<file path="src/rtl/dsb_pkg.sv">
`timescale 1ns / 1ps
// ----------------------------------------------------------------------------
// dsb_pkg
// Shared types and codes of the depth sorted sprite batcher.
// ----------------------------------------------------------------------------
package dsb_pkg;

  // request command codes
  localparam logic CMD_INSERT = 1'b0;
  localparam logic CMD_DRAIN  = 1'b1;

  // result kinds
  typedef enum logic [1:0] {
    KIND_ACCEPTED = 2'd0,
    KIND_FULL     = 2'd1,
    KIND_ENTRY    = 2'd2,
    KIND_EMPTY    = 2'd3
  } kind_e;

  typedef enum logic {
    S_IDLE  = 1'b0,
    S_DRAIN = 1'b1
  } state_e;

  // controller -> datapath
  typedef struct packed {
    logic insert;       // store the request entry, report accepted
    logic refuse;       // report full, buffer unchanged
    logic drain_empty;  // report drain of an empty buffer
    logic pop;          // emit head entry and shift the buffer up
  } cmd_t;

  // datapath -> controller
  typedef struct packed {
    logic out_free;     // result register can load this cycle
    logic empty;
    logic full;
    logic count_one;    // exactly one entry held
  } status_t;

endpackage

</file>
<file path="src/rtl/dsb_controller.sv">
`timescale 1ns / 1ps
// ----------------------------------------------------------------------------
// dsb_controller
// Request acceptance and drain sequencing.
// ----------------------------------------------------------------------------
module dsb_controller (
  input  logic             clk_i,
  input  logic             rst_ni,
  input  logic             in_valid_i,
  input  logic             in_cmd_i,
  input  dsb_pkg::status_t status_i,
  output logic             in_ready_o,
  output dsb_pkg::cmd_t    cmd_o
);

  dsb_pkg::state_e state_q, state_d;
  logic            acc;

  always_ff @(posedge clk_i or negedge rst_ni) begin
    if (!rst_ni) begin
      state_q <= dsb_pkg::S_IDLE;
    end else begin
      state_q <= state_d;
    end
  end

  always_comb begin
    state_d = state_q;
    unique case (state_q)
      dsb_pkg::S_IDLE: begin
        if (acc && (in_cmd_i == dsb_pkg::CMD_DRAIN) && !status_i.empty) begin
          state_d = dsb_pkg::S_DRAIN;
        end
      end
      dsb_pkg::S_DRAIN: begin
        if (status_i.out_free && status_i.count_one) begin
          state_d = dsb_pkg::S_IDLE;
        end
      end
      default: state_d = dsb_pkg::S_IDLE;
    endcase
  end

  always_comb begin
    in_ready_o        = (state_q == dsb_pkg::S_IDLE) && status_i.out_free;
    acc               = in_valid_i && in_ready_o;
    cmd_o.insert      = acc && (in_cmd_i == dsb_pkg::CMD_INSERT) && !status_i.full;
    cmd_o.refuse      = acc && (in_cmd_i == dsb_pkg::CMD_INSERT) && status_i.full;
    cmd_o.drain_empty = acc && (in_cmd_i == dsb_pkg::CMD_DRAIN) && status_i.empty;
    cmd_o.pop         = (state_q == dsb_pkg::S_DRAIN) && status_i.out_free;
  end

endmodule

</file>
<file path="config.mk">
export PLATFORM = sky130hd
export DESIGN_NAME = dsb_controller
export DESIGN_NICKNAME = d
export VERILOG_FILES = /design/src/rtl/dsb_pkg.sv /design/src/rtl/dsb_controller.sv
export SDC_FILE = /design/constraint.sdc
export NUM_CORES = 1
export LEC_CHECK = 0
export ABC_CLOCK_PERIOD_IN_PS = 1170
export BUFFER_PORTS_ARGS = -buffer_cell sky130_fd_sc_hd__buf_2
export CAP_MARGIN = 10
export CELL_PAD_IN_SITES_DETAIL_PLACEMENT = 1
export CELL_PAD_IN_SITES_GLOBAL_PLACEMENT = 2
export CORE_AREA = 2 2 39 41
export CTS_CLUSTER_SIZE = 40
export DETAILED_ROUTE_END_ITERATION = 10
export DIE_AREA = 0 0 41 43
export GPL_TIMING_DRIVEN = 1
export HOLD_SLACK_MARGIN = 0.03
export PLACE_DENSITY_LB_ADDON = 0.1
export SLEW_MARGIN = 0
export SYNTH_ARGS = -nofsm -noshare
export SYNTH_HDL_FRONTEND = slang
export SYNTH_SLANG_ARGS = --single-unit
</file>
<file path="constraint.sdc">
create_clock -name clk_i -period 1.17 [get_ports clk_i]
set_input_delay 0.234 -clock clk_i [delete_from_list [all_inputs] [get_ports clk_i]]
set_output_delay 0.234 -clock clk_i [all_outputs]
set_load 0.05 [all_outputs]
</file>
==> run metrics <==
outcome finished clean; initial antenna violation count 0; Compound-Gate Fraction of Synth Area around 8.5%; Final setup viols 0; Unique masters post-synth 10; post-DR vias/cell about 3.2; GRT overflow 0; Reg with most FFs state_q; die width a little over 40 um; Synth Warn # 0; Tmin final 1.16 ns; critical path arrival slightly above 0.9 ns; kind of critical path flip-flop to primary output; syn nets 19; adder-cell share of the synthesized area 0%; unrepaired setup endpoints after global routing yes; sequential area share after synthesis 24.4%; cell area after synthesis roughly 100 um2; commonest non-fill, non-tap cell in the layout buf_2; die area around 1800 um2; Critical Path Start state_q$_DFF_PN0_; mean post-synth cell area ~9.3 um2; type of the most critical hold path primary input to flip-flop; worst clock skew 0 ns; reg2reg path depth 4; Largest register FFs 1; reg-to-reg critical path endpoint state_q$_DFF_PN0_; global-route wire length before repair ~430 um; Min-Delay Endpoint state_q$_DFF_PN0_; Final nets 38; fraction of the cycle the final worst path needs between 90% and 100%; Max Fclk ~0.86 GHz; crit path max fanout 4; worst hold start status_i[0]; reg2reg setup slack around 0.14 ns; Top Registers state_q: 1 flops; ant diodes 0; crit-path cells nand3b_4, nor3b_4, buf_6; proportion of layout cells with a drive suffix above 1 between 70% and 80%; hold path cells 3; Vias ~140; Total GRT Usage between 3 and 4%; most frequent cells in the layout buf_2 (9), buf_4 (6), nand2_1 (2); Clk Latency, worst-skew pair 0 ns; Syn-to-layout area delta 150%; vias in the first global route approximately 110; # rows 14; Worst-Margin Slew ~0.25 ns; CP endpoint kind primary output; final hold vios 0; Slew Viols, Final 0; Routed WL between 300 and 400 um; Startpoint Class flip-flop; Initial Util 7.41%; WL per Instance 7.09 um; clock-pin slew on the worst setup and hold paths 0 ns; buffers plus inverters on the worst setup path 1; setup TNS 0 ns; Lkg Pwr approximately 0.13 nW; Final ANT Viol Nets 0; origin of the critical flop-to-flop path state_q$_DFF_PN0_; Max Cap Viol 0; final non-filler cell area roughly 260 um2; DR DRC count 0; Max stage delay cell, worst path dfrtp_1; pwr dens just under 600 nW/um2; area of the core between 1000 and 1500 um2; cell family with most CP delay simple AND/OR/NAND/NOR gates; IO buf count 12; Synth Area in XOR/XNOR 0%; critical path depth 3; Synth Register Bits 1; Max IR drop VDD about 0.00023 V; Worst EP required approximately 0.94 ns; Rel. slew slack roughly 84%; Die H approximately 43 um; drt first pass iters 1; largest net degree at the start of global routing 5; Placed Area roughly 230 um2; Worst path max stage delay about 0.35 ns; mux share of post-synthesis cell area 0%; IO Pins 13; fraction of the mapped netlist area in simple logic gates 67.1%; DRT iter0 DRCs 0; Syn Inst Count 11; largest family of logic cells by synthesized area simple AND/OR/NAND/NOR gates; GPL Wtd Cong 0.553
cell families (layout without fill, tap and decap cells):
| kind of cell | after synthesis | in the layout |
|---|---|---|
| compound gates | 1 | 1 |
| buf+inv | 0 | 17 |
| simple gates | 9 | 9 |
| flops | 1 | 1 |
cell type report:
| cell class | count | area (um2) |
|---|---|---|
| fillers | 170 | 1130 |
| repair buffers | 17 | 111 |
| multi-input cells | 10 | 100 |
| flip-flops and latches | 1 | 25.0 |
| well taps | 16 | 20.0 |
metal layers:
layer	vias up	routed length, um	global-route usage (%)
met5	-	0	0
met4	0	0	0
met3	0	19	0
met2	3	183	5.31
met1	67	108	5.11
li1	72	-	-
synth_stat cells:
cell	instances	area [um2]
and2_2	1	7.51
dfrtp_1	1	25.0
nand2_1	2	7.51
nand2b_1	1	6.26
nand3b_4	1	20.0
nor2_1	1	3.75
nor2b_1	1	6.26
nor3_1	1	5.00
nor3b_2	1	12.5
o2bb2ai_1	1	8.76
report_power, final:
| group | internal (W) | switching, W |
|---|---|---|
| clock network | 0 | 0 |
| registers | 0.0000390 | 0.00000180 |
| logic | 0.0000474 | 0.0000596 |
worst reg2reg max path, delay by kind of cell, from the launching register on:
family	cells	cell delay, ns
AND/OR/NAND/NOR	1	0.20
AO/OA/AOI/OAI	1	0.12
buffers and inverters	2	0.27
flip-flops	1	0.35
stage by stage:
stage	hold WS, ns	setup WS [ns]	cells	total power [W]	utilization, %
detailed placement	0.0105	-0.0749	42	0.000141	16.5
CTS	0.530	0.00305	43	0.000147	18.0
finish	0.518	0.0117	44	0.000148	18.5
global placement	0.0103	-0.0725	42	0.000141	16.5
floorplan	-0.0616	-0.146	11	0.0000998	-
global route	0.557	-0.0415	44	0.000156	18.5
worst max-delay path by stage:
stage | end | slack [ns]
finish | cmd_o[2] | 0.01
global route | cmd_o[2] | -0.04
CTS | cmd_o[2] | 0.003
global placement | cmd_o[2] | -0.07
detailed placement | cmd_o[2] | -0.07
floorplan | cmd_o[2] | -0.15
repair_timing:
| action | CTS | global route |
|---|---|---|
| gates resized for setup | 4 | 0 |
| endpoints found under the hold margin | 1 | 0 |
| buffers inserted | 0 | 1 |
| setup endpoints to repair | 3 | 2 |
| hold buffers | 1 | 0 |
| cloned | 0 | 0 |
No activity file was read; power rests on OpenSTA's default activity.
